## src/rtl/smf_pkg.sv

```systemverilog
// Shared types, constants and the length-code function for the sensor message framer.
// No dependencies; imported by smf_core, sensor_message_framer and the testbench tb.
`default_nettype none

package smf_pkg;

	localparam int unsigned BYTE_W = 8;
	localparam int unsigned LEN_W  = 6;
	localparam int unsigned CODE_W = 3;
	localparam int unsigned TYPE_W = 2;

	localparam logic [BYTE_W-1:0] CHECKSUM_INIT = 8'hFF;
	localparam logic [BYTE_W-1:0] PAD_BYTE      = 8'h00;
	localparam logic [TYPE_W-1:0] INFO_TYPE_RST = 2'd2;

	// One accepted input transaction
	typedef struct packed {
		logic [BYTE_W-1:0] command;
		logic [LEN_W-1:0]  payload_length;
		logic [BYTE_W-1:0] data_byte;
		logic              last_byte;
	} smf_item_t;

	// Smallest code c with 2**c >= len, for len in 1..32
	function automatic logic [CODE_W-1:0] length_code(input logic [LEN_W-1:0] len);
		logic [CODE_W-1:0] code;
		code = '0;
		for (int i = 0; i < 5; i++) begin
			if (len > (LEN_W'(1) << i))
				code = CODE_W'(i + 1);
		end
		return code;
	endfunction

endpackage

`default_nettype wire

```

## src/rtl/sensor_message_framer.sv

```systemverilog
// Top level of the sensor message framer: input register, info type register and the
// sequencer smf_core. Depends on smf_pkg and smf_core.
//
// Frames a byte stream into length-coded messages with an XOR checksum. Each input
// transaction carries one payload byte; command and payload_length are read only on the
// first byte of a message. The block delivers one result byte per cycle, while the sink does not
// stall, through a result register: a mid-message byte within the frame yields its data byte, the
// first byte of a message a header and a data byte, and the last byte also any padding bytes and
// the checksum; input stalls while that burst drains.
// Write info_type_code only while no message is in progress.
`default_nettype none

module sensor_message_framer import smf_pkg::*; #(
	parameter int unsigned MAX_PAYLOAD = 32
) (
	input  wire logic              clk,
	input  wire logic              arst_n,
	input  wire logic              cfg_we,
	input  wire logic [TYPE_W-1:0] cfg_wdata,
	input  wire logic              item_valid,
	output logic                   item_stall,
	input  wire logic [BYTE_W-1:0] command,
	input  wire logic [LEN_W-1:0]  payload_length,
	input  wire logic [BYTE_W-1:0] data_byte,
	input  wire logic              last_byte,
	output logic                   result_valid,
	input  wire logic              result_stall,
	output logic [BYTE_W-1:0]      out_byte,
	output logic                   end_of_message
);

	logic [TYPE_W-1:0] info_type_q;
	logic              item_valid_s1;
	smf_item_t         item_s1;
	logic              item_take;
	logic              accept;

	always_ff @(posedge clk or negedge arst_n) begin
		if (!arst_n) begin
			info_type_q <= INFO_TYPE_RST;
		end else if (cfg_we) begin
			info_type_q <= cfg_wdata;
		end
	end

	assign item_stall = item_valid_s1 && !item_take;
	assign accept     = item_valid && !item_stall;

	always_ff @(posedge clk or negedge arst_n) begin
		if (!arst_n) begin
			item_valid_s1 <= 1'b0;
		end else if (accept) begin
			item_valid_s1 <= 1'b1;
		end else if (item_take) begin
			item_valid_s1 <= 1'b0;
		end
	end

	always_ff @(posedge clk) begin
		if (accept) begin
			item_s1.command        <= command;
			item_s1.payload_length <= payload_length;
			item_s1.data_byte      <= data_byte;
			item_s1.last_byte      <= last_byte;
		end
	end

	smf_core #(
		.MAX_PAYLOAD(MAX_PAYLOAD)
	) u_core (
		.clk           (clk),
		.arst_n        (arst_n),
		.info_type_code(info_type_q),
		.item_valid_s1 (item_valid_s1),
		.item_s1       (item_s1),
		.item_take     (item_take),
		.result_valid  (result_valid),
		.result_stall  (result_stall),
		.out_byte      (out_byte),
		.end_of_message(end_of_message)
	);

endmodule

`default_nettype wire

```

## src/rtl/smf_core.sv

```systemverilog
// Message sequencer and result register: turns one registered transaction into header,
// payload, padding and checksum bytes, one per cycle while the result is not stalled. Depends on smf_pkg.
`default_nettype none

module smf_core import smf_pkg::*; #(
	parameter int unsigned MAX_PAYLOAD = 32
) (
	input  wire logic              clk,
	input  wire logic              arst_n,
	input  wire logic [TYPE_W-1:0] info_type_code,
	input  wire logic              item_valid_s1,
	input  wire smf_item_t         item_s1,
	output logic                   item_take,
	output logic                   result_valid,
	input  wire logic              result_stall,
	output logic [BYTE_W-1:0]      out_byte,
	output logic                   end_of_message
);

	localparam int unsigned FS_W = $clog2((1 << $clog2(MAX_PAYLOAD)) + 2);

	logic              in_msg_q, in_msg_n;
	logic [BYTE_W-1:0] cs_q, cs_n;
	logic [FS_W-1:0]   sent_q, sent_n;
	logic [FS_W-1:0]   fsize_q, fsize_n;
	logic              data_done_q, data_done_n;

	logic [LEN_W-1:0]  len_one, len_clamped;
	logic [CODE_W-1:0] code;
	logic [BYTE_W-1:0] header;
	logic [FS_W-1:0]   fsize_new;
	logic              room;
	logic              emit, emit_eom, done;
	logic [BYTE_W-1:0] emit_byte;
	logic              out_adv, step;

	// Header and frame size for a message opening with this transaction
	always_comb begin
		len_one     = (item_s1.payload_length == '0) ? LEN_W'(1) : item_s1.payload_length;
		len_clamped = (len_one > LEN_W'(MAX_PAYLOAD)) ? LEN_W'(MAX_PAYLOAD) : len_one;
		code        = length_code(len_clamped);
		header      = item_s1.command | {2'b00, code, 3'b000};
		fsize_new   = (FS_W'(1) << code)
			+ FS_W'(item_s1.command[BYTE_W-1 -: TYPE_W] == info_type_code);
	end

	assign room = (sent_q < fsize_q);

	always_comb begin
		emit        = 1'b0;
		emit_eom    = 1'b0;
		emit_byte   = PAD_BYTE;
		done        = 1'b0;
		in_msg_n    = in_msg_q;
		cs_n        = cs_q;
		sent_n      = sent_q;
		fsize_n     = fsize_q;
		data_done_n = data_done_q;
		if (!in_msg_q) begin
			emit      = 1'b1;
			emit_byte = header;
			in_msg_n  = 1'b1;
			fsize_n   = fsize_new;
			cs_n      = CHECKSUM_INIT ^ header;
			sent_n    = '0;
		end else if (!data_done_q && room) begin
			emit        = 1'b1;
			emit_byte   = item_s1.data_byte;
			cs_n        = cs_q ^ item_s1.data_byte;
			sent_n      = sent_q + FS_W'(1);
			data_done_n = 1'b1;
			done        = !item_s1.last_byte;
		end else if (!item_s1.last_byte) begin
			// beyond the frame size: drop
			done = 1'b1;
		end else if (room) begin
			emit      = 1'b1;
			emit_byte = PAD_BYTE;
			sent_n    = sent_q + FS_W'(1);
		end else begin
			emit      = 1'b1;
			emit_eom  = 1'b1;
			emit_byte = cs_q;
			done      = 1'b1;
			in_msg_n  = 1'b0;
			cs_n      = CHECKSUM_INIT;
			sent_n    = '0;
			fsize_n   = '0;
		end
		if (done)
			data_done_n = 1'b0;
	end

	assign out_adv   = !result_valid || !result_stall;
	assign step      = item_valid_s1 && (!emit || out_adv);
	assign item_take = step && done;

	always_ff @(posedge clk or negedge arst_n) begin
		if (!arst_n) begin
			in_msg_q    <= 1'b0;
			cs_q        <= CHECKSUM_INIT;
			sent_q      <= '0;
			fsize_q     <= '0;
			data_done_q <= 1'b0;
		end else if (step) begin
			in_msg_q    <= in_msg_n;
			cs_q        <= cs_n;
			sent_q      <= sent_n;
			fsize_q     <= fsize_n;
			data_done_q <= data_done_n;
		end
	end

	always_ff @(posedge clk or negedge arst_n) begin
		if (!arst_n) begin
			result_valid <= 1'b0;
		end else if (out_adv) begin
			result_valid <= step && emit;
		end
	end

	always_ff @(posedge clk) begin
		if (step && emit) begin
			out_byte       <= emit_byte;
			end_of_message <= emit_eom;
		end
	end

	a_sent_bound: assert property (@(posedge clk) disable iff (!arst_n)
		in_msg_q |-> (sent_q <= fsize_q))
		else $error("bytes sent exceed frame size");

	a_idle_clean: assert property (@(posedge clk) disable iff (!arst_n)
		!in_msg_q |-> (sent_q == '0 && cs_q == CHECKSUM_INIT && !data_done_q))
		else $error("message state not cleared between messages");

	a_take_valid: assert property (@(posedge clk) disable iff (!arst_n)
		item_take |-> item_valid_s1)
		else $error("transaction taken from an empty input register");

	a_eom_closes: assert property (@(posedge clk) disable iff (!arst_n)
		(step && emit_eom) |=> (!in_msg_q && result_valid && end_of_message))
		else $error("checksum did not close the message");

endmodule

`default_nettype wire

```

## config.mk

```make
export PLATFORM = sky130hd
export DESIGN_NAME = sensor_message_framer
export DESIGN_NICKNAME = d
export VERILOG_FILES = /design/src/rtl/smf_pkg.sv /design/src/rtl/sensor_message_framer.sv /design/src/rtl/smf_core.sv
export SDC_FILE = /design/constraint.sdc
export NUM_CORES = 1
export LEC_CHECK = 0
export BUFFER_PORTS_ARGS = -buffer_cell sky130_fd_sc_hd__clkbuf_2
export CORE_MARGIN = 2
export CORE_UTILIZATION = 57
export DETAILED_ROUTE_END_ITERATION = 6
export PLACE_DENSITY_LB_ADDON = 0.25
export SYNTH_ARGS = -nofsm -noshare
export SYNTH_HDL_FRONTEND = slang
export SYNTH_SLANG_ARGS = --single-unit
```

## constraint.sdc

```tcl
create_clock -name clk -period 3.1 [get_ports clk]
set_input_delay 0.155 -clock clk [delete_from_list [all_inputs] [get_ports clk]]
set_output_delay 0.155 -clock clk [all_outputs]
set_load 0.1 [all_outputs]
```

Word-level counts from Yosys, hierarchy flattened. Cells that the tools add are included.

Bits in read-only memories: 0. Memories: 0. Output and inout bits: 11. Register bits: 58. Bits in latches: 0. Bits in writable memories: 0.

Multiply operators: 0. Bitwise gates (word level): 5. Add/sub/neg operators: 2. Order comparisons: 7. Shifts and indexed selects: 1. Divide/modulo/power cells: 0. Reduce and logical (&&, ||, !) cells: 24. Mux-type cells: 39. Equality and inequality tests: 6.

Operators by type and width (count): 8-bit 2-to-1 mux (8); 6-bit 2-to-1 mux (10); 1-bit 2-to-1 mux (17); 3-bit 2-to-1 mux (4); 8-bit inverter (1); 8-bit by 6-bit bitwise OR with 8-bit output (1); 8-bit XOR (1); 1-bit zero test (7); 6-bit by 1-bit adder with 6-bit output (1); 6-bit by 1-bit adder with 6-bit output, second input constant (1); 6-bit by 1-bit > comparator with 1-bit output, second input constant (1); 6-bit by 2-bit > comparator with 1-bit output, second input constant (1); 6-bit by 3-bit > comparator with 1-bit output, second input constant (1); 6-bit by 4-bit > comparator with 1-bit output, second input constant (1); 6-bit by 5-bit > comparator with 1-bit output, second input constant (1); 6-bit > comparator, second input constant (1); 1-bit logical AND (6); 6-bit zero test (1); 6-bit < comparator (1); 2-bit inequality test, second input constant (3); 3-bit inequality test, second input constant (2); 3-bit AND reduction (2); 2-bit nonzero test (3); 1-bit by 3-bit left shift with 6-bit output, first input constant (1); other kinds (6) (8).

Logic depth before layout (Yosys ltp). Gate-level depths: netlist of run 1.

Depth in word-level cells: 13. Depth in mapped cells: 9. Gate-level depth less buffers: 7.

Modules after synthesis. From an unflattened synthesis of run 1, not the netlist that was laid out.

Cell total of the unflattened synthesis: 247. Area total of the unflattened synthesis: 2768.9 um2.

Modules (own cells, without submodules): smf_core (cells each 215, area an instance 1956.9 um2, sequential area each 855.8 um2, times used 1); sensor_message_framer (cells each 32, area an instance 812.0 um2, sequential area each 767.0 um2, times used 1).

Worst setup path before layout of run 1. Ideal clock, no wire load.

Path kind: register to register. Start: register u_core.result_valid. End: register item_s1[0] (netlist name). Path slack: 736 ps. Data arrival time: 1982 ps. Required time: 2718 ps. Cell stages (with the launch flop): 5. Library setup time: 382 ps. Path buffers: 0. Cell sequence: dfrtp_1 -> a31oi_1 -> a211oi_1 -> o21ai_0 -> and2_1.

Longest elaborated chain between the ends: 9.

Ends and longest elaborated chain: start: declaration (line smf_core.sv:14) `output logic result_valid,`; start signal: assignment (line smf_core.sv:118) `result_valid <= step && emit;`; 1-bit zero test (line smf_core.sv:94) `assign out_adv = !result_valid || !result_stall;`; 1-bit logical OR (line smf_core.sv:94); 1-bit logical OR (line smf_core.sv:95) `assign step = item_valid_s1 && (!emit || out_adv);`; 1-bit logical AND (line smf_core.sv:95); 1-bit logical AND (line smf_core.sv:96) `assign item_take = step && done;`; 1-bit zero test (line sensor_message_framer.sv:46) `assign item_stall = item_valid_s1 && !item_take;`; 1-bit logical AND (line sensor_message_framer.sv:46); 1-bit zero test (line sensor_message_framer.sv:47) `assign accept = item_valid && !item_stall;`; 1-bit logical AND (line sensor_message_framer.sv:47); net accept (line sensor_message_framer.sv:36) `logic accept;`.

The timed path passes the listed nets, and every way through them passes these cells. A chain may end at the register's enable or synchronous reset.

Worst setup path after layout of run 1.
Start: register u_core.sent_q[5]. End: output port item_stall.

Longest elaborated chain between the ends: 10.

Ends and longest elaborated chain: start: declaration (line smf_core.sv:24) `logic [FS_W-1:0] sent_q, sent_n;`; start signal: assignment (line smf_core.sv:108) `sent_q <= sent_n;`; 6-bit < comparator (*) (line smf_core.sv:47) `assign room = (sent_q < fsize_q);`; 1-bit logical AND (line smf_core.sv:66) `end else if (!data_done_q && room) begin`; 1-bit 2-to-1 mux (line smf_core.sv:66); 1-bit 2-to-1 mux (line smf_core.sv:59) `if (!in_msg_q) begin`; 1-bit zero test (line smf_core.sv:95); 1-bit logical OR (line smf_core.sv:95); 1-bit logical AND (line smf_core.sv:95); 1-bit logical AND (*) (line smf_core.sv:96); 1-bit zero test (*) (line sensor_message_framer.sv:46); 1-bit logical AND (*) (line sensor_message_framer.sv:46); end: declaration (line sensor_message_framer.sv:21) `output logic item_stall,`.

Mark *: on every way between the ends. The rest lies on a longest branch, timed or not.

==> flow_summary.toml, run 1 <==
[status]
status = "finished, final reports clean"

[sta]
finalCriticalPeriod_ps = 2510
max_freq_mhz = 398
rsz0062_at_grt = "false"
slew_violations = 0
setup_viol_count_final = 0
tightest_slew_ps = 624
period_share_pct = 81.1
fin_tns_setup_ps = 0
slew_headroom_pct = 57.3
hold_viol_final = 0
finClkSkew_ps = 8.25

[worst_setup_path]
cp_num_buf_inv = 2
start_kind = "register"
worstReg2RegStart = "u_core.sent_q[5]"
required_ps = 2940
critPathKind = "register to output pin"
critPathMaxStageDelay_ps = 450
crit_path_cell_trace = "ha_1, a21oi_1, nand2_1, a211oi_1, o21ai_0, inv_1, clkbuf_2"
ff2ff_setup_slack_ps = 720
crit_path_max_fanout = 4
path_delay_family = "compound AO/OA/AOI/OAI gates"
r2r_end = "u_core.cs_q[1]"
worst_setup_path_end_kind = "output pin"
crit_slowest_cell = "clkbuf_2"
worstPathArrival_ps = 2360
r2r_cells = 7

[final_layout]
fin_util_pct = 72.5
syn_to_final_growth_pct = 24.7
nFillCells = 367
antenna_cells = 0
fin_nets = 363
drive_gt1_share_pct = 25.2

[cts]
ctsResizeCount = 0
cts-htree-levels = 3
cts_root_buffer = "clkbuf_8"
cts_hold_buf = 24
cts_max_path_buffers = 2
tritoncts = "done"
clkTransAtPathRegs_ps = 60
post_cts_buffers = 0
cts_buffers = 9
clkLatencyLatePin_ps = 340
clkSinkCount = 58

[global_routing]
grt_max_degree = 27
overflow = 0
grt_pass1_vias = 2165
grt_usage_pct = 26.2
grt_pass1_wl_mm = 10.6
antenna_found_initial = 0

[pwr]
power.leakage_uw = 0.00149
ir_drop_v = 0.000537
p_per_area_nw_per_um2 = 1220

[die]
die_h_um = 75.5
floorplan.initialDensity_pct = 58.1
io_pins = 41
die_area_um2 = 5700
die_w_um = 75.5
rows = 26
coreArea_um2 = 5010

[worst_hold_path]
hold_class = "input port to register"
hold_start = "item_valid"
holdPathStages = 2
whs_endpoint = "item_valid_s1"

[yosys]
syn_nets = 291
syn_avg_cell_area_um2 = 11.5
ys_seq_elements = 58
syn-instance-count = 253
async_flop_share_pct = 44.8
synth-edff-count = 32
synth_top_flop_cell = "edfxtp_1"
synth_area_um2 = 2910
ys_seq_area_share_pct = 55.7
ys_warn_count = 0
netlist-cell-type-count = 53

[routing]
wl_mm = 6.64
drt_iter0_markers = 173
drc = 0
vias = 2342
firstDrtPassIters = 4
wire_per_inst_um = 16.6
via_per_inst = 5.86
ant_nets = 0

[placement]
hpwl_mm = 4.16
portBuffers = 40
place.gp.congestion = 0.917

[flow_run]
cap_violations = 0
-- logic make-up (layout without fill, tap and decap cells) --
family	after synthesis	in the layout	share of synthesized area [%]
AO/OA/AOI/OAI	81	81	23.4
AND/OR/NAND/NOR	72	72	11.3
flip-flops	58	58	55.7
buffers and inverters	27	104	3.61
adder cells (fa/ha/maj)	8	8	3.44
multiplexers	4	4	1.63
XOR/XNOR	3	3	0.903
-- how the worst max path moves through the flow --
| stage | startpoint | end | slack, ps | cells past startpoint |
|---|---|---|---|---|
| after floorplan | u_core.result_valid | item_s1[0] | 740 | 4 |
| after global placement | u_core.sent_q[2] | item_s1[17] | 860 | 7 |
| after detailed placement | u_core.sent_q[5] | u_core.cs_q[1] | 730 | 7 |
| after CTS | u_core.sent_q[5] | item_stall | 570 | 7 |
| after global routing | u_core.fsize_q[5] | item_stall | 350 | 8 |
| final | u_core.sent_q[5] | item_stall | 590 | 7 |
-- area by class of cell --
cell class,instances,area [um2],share of cell area [%]
inverters,17,63.8,1.76
clock buffers,13,139,3.83
repair buffers,71,493,13.6
flip-flops and latches,58,1620,44.7
clock inverters,3,40.0,1.10
well taps,70,87.6,2.41
multi-input cells,168,1180,32.6
-- report_power, final --
group	total [uW]	internal (uW)	leakage, uW	switching (uW)
clock	660	370	0.0000914	290
combinational	2310	698	0.000775	1610
sequential	1460	1230	0.000621	228
-- through the flow --
step	cells	hold WS, ps	power [uW]	setup slack [ps]	instance area [um2]
2_1_floorplan	253	-141	3210	736	2910
3_3_place_gp	360	209	3690	859	3210
3_5_place_dp	360	215	3730	734	3210
4_1_cts	400	0.181	4420	571	3630
5_1_grt	400	22.5	4700	349	3630
6_report	400	19.6	4420	587	3630
-- sequential cells by signal, indices dropped and copies added (netlist names) --
signal,flops
info_type_q,2
u_core.out_byte,8
u_core.fsize_q,6
item_s1,23
item_valid_s1,1
u_core.cs_q,8
u_core.sent_q,6
u_core.result_valid,1
u_core.end_of_message,1
u_core.data_done_q,1
u_core.in_msg_q,1
-- synthesized netlist by cell type (3+ instances only) --
library cell | instances | share of area (%)
ha_1 | 8 | 3.4
a21oi_1 | 8 | 1.4
o221a_2 | 5 | 1.9
o211ai_1 | 6 | 1.5
o21ai_0 | 9 | 1.5
nand2_1 | 19 | 2.4
inv_1 | 17 | 2.2
clkbuf_1 | 7 | 0.90
nor2_1 | 21 | 2.7
dfstp_2 | 9 | 8.1
o2111ai_1 | 6 | 1.8
buf_2 | 3 | 0.52
a221oi_1 | 7 | 2.1
a22o_1 | 4 | 1.2
edfxtp_1 | 32 | 33
xor2_1 | 3 | 0.90
nor2b_1 | 3 | 0.64
dfrtp_1 | 17 | 15
and3_1 | 4 | 0.86
and2_1 | 3 | 0.64
a32o_1 | 3 | 1.0
o221ai_1 | 3 | 0.90
nand3_1 | 16 | 2.8
a211oi_1 | 3 | 0.77
-- placed cells by master (no fill, tap or decap), drive strengths merged, types with 5 or more instances in the layout --
master,count
nor2,21
nand3,16
a221oi,7
dfrtp,17
a21oi,8
o21ai,11
clkbuf,53
o2111ai,6
edfxtp,32
buf,7
inv,17
o211ai,6
dlygate4sd3,24
ha,8
nand2,19
dfstp,9
o221a,5
-- metal layers --
layer | track usage, % | wire length (um)
met1 | 34.4 | 2880
met2 | 41.8 | 3390
met3 | 7.28 | 275
met4 | 9.55 | 99
met5 | 0 | 0
Note: power is estimated with default switching activity, not from simulation.
==> inputs of run 2 (changes only) <==
--- a/config.mk
+++ b/config.mk
@@ -5,6 +5,7 @@
 export SDC_FILE = /design/constraint.sdc
 export NUM_CORES = 1
 export LEC_CHECK = 0
+export ABC_AREA = 1
 export BUFFER_PORTS_ARGS = -buffer_cell sky130_fd_sc_hd__clkbuf_2
 export CORE_MARGIN = 2
 export CORE_UTILIZATION = 57
==> constraint.sdc (replaced) <==
create_clock -name clk -period 2.4 [get_ports clk]
set_input_delay 0.12 -clock clk [delete_from_list [all_inputs] [get_ports clk]]
set_output_delay 0.12 -clock clk [all_outputs]
set_load 0.1 [all_outputs]
==> run 2 against run 1 <==
Die area is 1.0% lower. Hold slack gained 4.0 ps. Sequential share of layout area fell by 0.59 points. Synthesized cell count up 21%. Wire length fell by 6.5%. Register-to-register slack worse by 540 ps. Core utilization is 4.5 points higher. Setup slack got worse by 510 ps. Non-clock buffer count is 1 higher. Design area increased by 1.4%. Area after synthesis down 1.1%.
==> flow_summary.toml, run 2 <==
[sta]
period_share_pct = 97.0
fin_tns_setup_ps = 0
tightest_slew_ps = 667
slew_violations = 0
finalCriticalPeriod_ps = 2330
hold_viol_final = 0
setup_viol_count_final = 0
max_freq_mhz = 430
finClkSkew_ps = 9.07
slew_headroom_pct = 55.5

[routing]
drc = 0
via_per_inst = 5.05
vias = 2306
drt_iter0_markers = 242
wl_mm = 6.21
ant_nets = 0
firstDrtPassIters = 7
wire_per_inst_um = 13.6

[global_routing]
grt_pass1_vias = 2184
grt_usage_pct = 25.5
overflow = 0
grt_max_degree = 27
antenna_found_initial = 0
grt_pass1_wl_mm = 10.4

[placement]
dpl.cell_count = 415
portBuffers = 40
hpwl_mm = 3.95
place.gp.congestion = 0.830

[final_layout]
largestRegisters = "item_s1: 23 flops, u_core.cs_q: 8 flops, u_core.out_byte: 8 flops"
final_common_cell = "nand2_1"
antenna_cells = 0
drive_gt1_share_pct = 24.1
fin_nets = 423
stdcell_count = 457
nFillCells = 325
layout_common_cells = "nand2_1, clkbuf_2, edfxtp_1"
fin_util_pct = 76.9
largest_reg_flops = 23
top_register = "item_s1"
syn_to_final_growth_pct = 27.8

[yosys]
synth.area.top_cells = "edfxtp_1, dfrtp_1, nand2_1, dfstp_2, xor2_1"
netlist-cell-type-count = 31
synth_top_area_share_pct = 33.4
syn-instance-count = 307
synth_top_area_cell = "edfxtp_1"
ys_seq_area_share_pct = 56.3
yosys-top-cells-count = "nand2_1, edfxtp_1, inv_1"
synth_area_um2 = 2880
syn_nets = 345
syn_avg_cell_area_um2 = 9.38
async_flop_share_pct = 44.8
ys_warn_count = 0
synth-edff-count = 32
synth.most_common_cell = "nand2_1"
synth_top_flop_cell = "edfxtp_1"
ys_seq_elements = 58

[cts]
cts_max_path_buffers = 2
cts_buffers = 9
tritoncts = "done"
cts_root_buffer = "clkbuf_8"
clkLatencyLatePin_ps = 330
cts-htree-levels = 3
clkSinkCount = 58
clkTransAtPathRegs_ps = 70

[die]
die_h_um = 75.1
die_area_um2 = 5640
die_w_um = 75.1
io_pins = 41
coreArea_um2 = 4790
floorplan.initialDensity_pct = 60.2
rows = 25

[worst_setup_path]
start_kind = "register"
worstPathArrival_ps = 2210
worst_setup_path_end_kind = "output pin"
critPathKind = "register to output pin"
crit_path_max_fanout = 3
required_ps = 2280
ff2ff_setup_slack_ps = 180

[status]
status = "finished, final reports clean"

[worst_hold_path]
hold_class = "input port to register"

[flow_run]
cap_violations = 0
-- run 2: cell type report --
| type | count | area [um2] | share of cell area (%) |
|---|---|---|---|
| clock inverter | 5 | 53.8 | 1.46 |
| clock buffer | 11 | 141 | 3.84 |
| multi-input combinational | 210 | 1130 | 30.8 |
| inverter | 34 | 128 | 3.47 |
| sequential | 58 | 1620 | 44.1 |
| tap | 67 | 83.8 | 2.28 |
| timing repair buffer | 72 | 515 | 14.0 |
-- run 2: logic make-up (layout without fill, tap and decap cells) --
| family | Yosys count | in the layout | synth area share, % |
|---|---|---|---|
| adders and majority gates | 8 | 8 | 3.48 |
| xor gates and xnor gates | 13 | 13 | 3.95 |
| buffers and inverters | 40 | 122 | 5.65 |
| DFF | 58 | 58 | 56.3 |
| AOI/OAI and AO/OA | 40 | 40 | 7.43 |
| muxes | 2 | 2 | 0.782 |
| and+or+nand+nor | 146 | 147 | 22.4 |
-- run 2: per-stage QoR --
stage                     worst slack [ps]  hold WS, ps  cell area (um2)
after floorplan                     -0.614         -176             2910
after global placement                48.8          178             3220
after detailed placement             -43.0          180             3220
after CTS                              118         10.9             3670
after global routing                 -15.9         30.8             3680
final                                 72.8         23.6             3680
-- run 2: worst max-delay path, cell delays in order (launching register included) --
cell,delay [ps]
dfrtp_1,410
ha_1,330
nand2_2,90
inv_1,50
a21oi_2,180
nand3_2,140
nand2_4,100
nand2_4,60
a21oi_4,290
buf_12,220
-- run 2: worst paths after layout --
path,startpoint,to,depth (start not counted)
worst max-delay path,u_core.sent_q[5],item_stall,9
worst min-delay path,cfg_wdata[1],info_type_q[1],2
worst max register to register,u_core.sent_q[5],item_s1[20],9
worst min register to register,u_core.fsize_q[5],u_core.fsize_q[5],2
max in group asynchronous,arst_n,u_core.result_valid,2
min in group asynchronous,arst_n,u_core.sent_q[0],2
-- run 2: per-layer routing --
metal	routed length, um	vias to the layer above	track usage, %	share of wire [%]
met5	0	-	0	0
met3	411	14	6.69	6.6
li1	-	1160	-	-
met1	2760	1037	34.9	44
met2	2930	95	39.7	47
met4	106	0	8.93	1.7
-- run 2: what timing repair did --
item / CTS / global route
resized for setup: 1 / 2
cloned: 1 / 0
setup buffers: 0 / 1
hold buffers: 24 / 0
hold endpoints to repair: 40 / 0
pin swaps: 1 / 3
setup endpoints to repair: 23 / 1
Power of run 2 is left out: the tool's default activity adds up to more than one toggle a clock period on the data nets, which glitch-free logic cannot reach.
==> inputs of run 3 (changes only) <==
==> constraint.sdc (replaced) <==
create_clock -name clk -period 2.4 [get_ports clk]
set_input_delay 0.48 -clock clk [delete_from_list [all_inputs] [get_ports clk]]
set_output_delay 0.48 -clock clk [all_outputs]
set_load 0.1 [all_outputs]
==> run 3 against run 2 <==
Global-route usage shrank 2.1 points. Final cell count is 4.6% lower. The flow now finishes with violations (setup timing). Core utilization decreased by 4.1 points. Highest routed layer unchanged. Wire length down 7.2%. Setup slack got worse by 180 ps. Die area stayed put. Critical path type unchanged.
==> flow_summary.toml, run 3 (synthesis results as in run 2) <==
[cts]
clkSinkCount = 58
cts_max_path_buffers = 2
cts_hold_buf = 0
clkTransAtPathRegs_ps = 80
clkLatencyLatePin_ps = 350
cts_buffers = 9
cts_root_buffer = "clkbuf_8"
cts-htree-levels = 3
tritoncts = "done"

[sta]
max_freq_mhz = 399
tightest_slew_ps = 652
rsz0062_at_grt = "true"
period_share_pct = 104
slew_headroom_pct = 56.6
finalCriticalPeriod_ps = 2510
layout_setup_ws_ps = -107
finClkSkew_ps = 17.6
setup_viol_count_final = 1
hold_viol_final = 0
fin_tns_setup_ps = -107
slew_violations = 0

[global_routing]
grt_usage_pct = 23.4
grt_pass1_vias = 2095
antenna_found_initial = 0
grt_max_degree = 27
grt_pass1_wl_mm = 9.42
overflow = 0

[worst_setup_path]
required_ps = 1920
worstReg2RegStart = "u_core.sent_q[5]"
critPathKind = "register to output pin"
start_kind = "register"
ff2ff_setup_slack_ps = 170
worst_setup_path_end_kind = "output pin"
r2r_end = "item_s1[11]"
r2r_cells = 11
crit_path_max_fanout = 4
worstPathArrival_ps = 2030

[final_layout]
nFillCells = 358
final_common_cell = "nand2_1"
drive_gt1_share_pct = 26.8
multiInputGateArea_um2 = 1150
top_register = "item_s1"
syn_to_final_growth_pct = 21.1
antenna_cells = 0
design_area_um2 = 3490
largestRegisters = "item_s1: 23 flops, u_core.cs_q: 8 flops, u_core.out_byte: 8 flops"
layout_common_cells = "nand2_1, clkbuf_2, edfxtp_1"
largest_reg_flops = 23
fin_nets = 402
ff_latch_area_um2 = 1620

[die]
floorplan.initialDensity_pct = 60.2
die_w_um = 75.1
io_pins = 41
die_h_um = 75.1
rows = 25
coreArea_um2 = 4790
die_area_um2 = 5640

[routing]
wire_per_inst_um = 13.2
vias = 2202
via_per_inst = 5.05
drc = 0
drt_iter0_markers = 185
wl_mm = 5.76
firstDrtPassIters = 4
ant_nets = 0

[placement]
hpwl_mm = 3.95
portBuffers = 40
place.gp.congestion = 0.790
place_area_um2 = 3210

[status]
violations = "setup timing"
status = "complete, but fails checks"

[worst_hold_path]
hold_class = "input port to asynchronous set/reset pin"

[flow_run]
cap_violations = 0
run 3: changes by cell type in the layout (fill, tap and decap cells not counted), sizes merged:
cell | before | now
dlygate4sd3 | 24 | 0
buf | 9 | 13
bufinv | 1 | 0
clkbuf | 50 | 51
clkinvlp | 2 | 1
inv | 34 | 35
nor2 | 24 | 23
run 3: metrics by stage:
| step | hold WS (ps) | util [%] | instances | setup WS, ps |
|---|---|---|---|---|
| detailed placement | 466 | 67.1 | 412 | 218 |
| finish | 138 | 72.9 | 436 | -107 |
| global placement | 458 | 67.1 | 412 | 266 |
| CTS | 168 | 71.5 | 431 | -166 |
| floorplan | 184 | - | 307 | -0.614 |
| global route | 182 | 72.9 | 436 | -217 |
run 3: worst max-delay path by stage:
stage / slack, ps / to / start / cells after the start
3_5_place_dp: 220 / item_stall / u_core.sent_q[5] / 9
2_1_floorplan: -0.6 / item_s1[0] / u_core.sent_q[5] / 9
5_1_grt: -220 / item_stall / u_core.fsize_q[5] / 10
4_1_cts: -170 / item_stall / u_core.sent_q[5] / 9
3_3_place_gp: 270 / item_stall / u_core.sent_q[5] / 9
6_report: -110 / item_stall / u_core.sent_q[4] / 9
run 3: cell type report:
cell class                      instances  area share [%]
Clock inverter                          4           0.682
Multi-Input combinational cell        209            33.1
Timing Repair Buffer                   52            9.11
Sequential cell                        58            46.6
Inverter                               34            3.66
Tap cell                               67            2.40
Clock buffer                           12            4.49
run 3: critical path: stages (launching register included):
cell and delay [ps]:
dfrtp_1 410, ha_1 310, nand2_2 80, inv_2 50, a21oi_4 160, nand2_1 120
inv_1 90, a21oi_2 70, a21oi_4 190, buf_12 190
run 3: routing by layer:
metal	share of wire (%)	GRT usage, %
met2	48	37.6
met5	0	0
met4	0.92	10.7
met1	44	30.3
met3	6.7	5.22
run 3: what timing repair did:
| item | CTS | global route |
|---|---|---|
| gates resized for setup | 1 | 5 |
| setup endpoints to repair | 1 | 1 |
| setup buffers | 3 | 5 |
| pin swaps | 3 | 7 |
Power of run 3 is left out for the same reason.
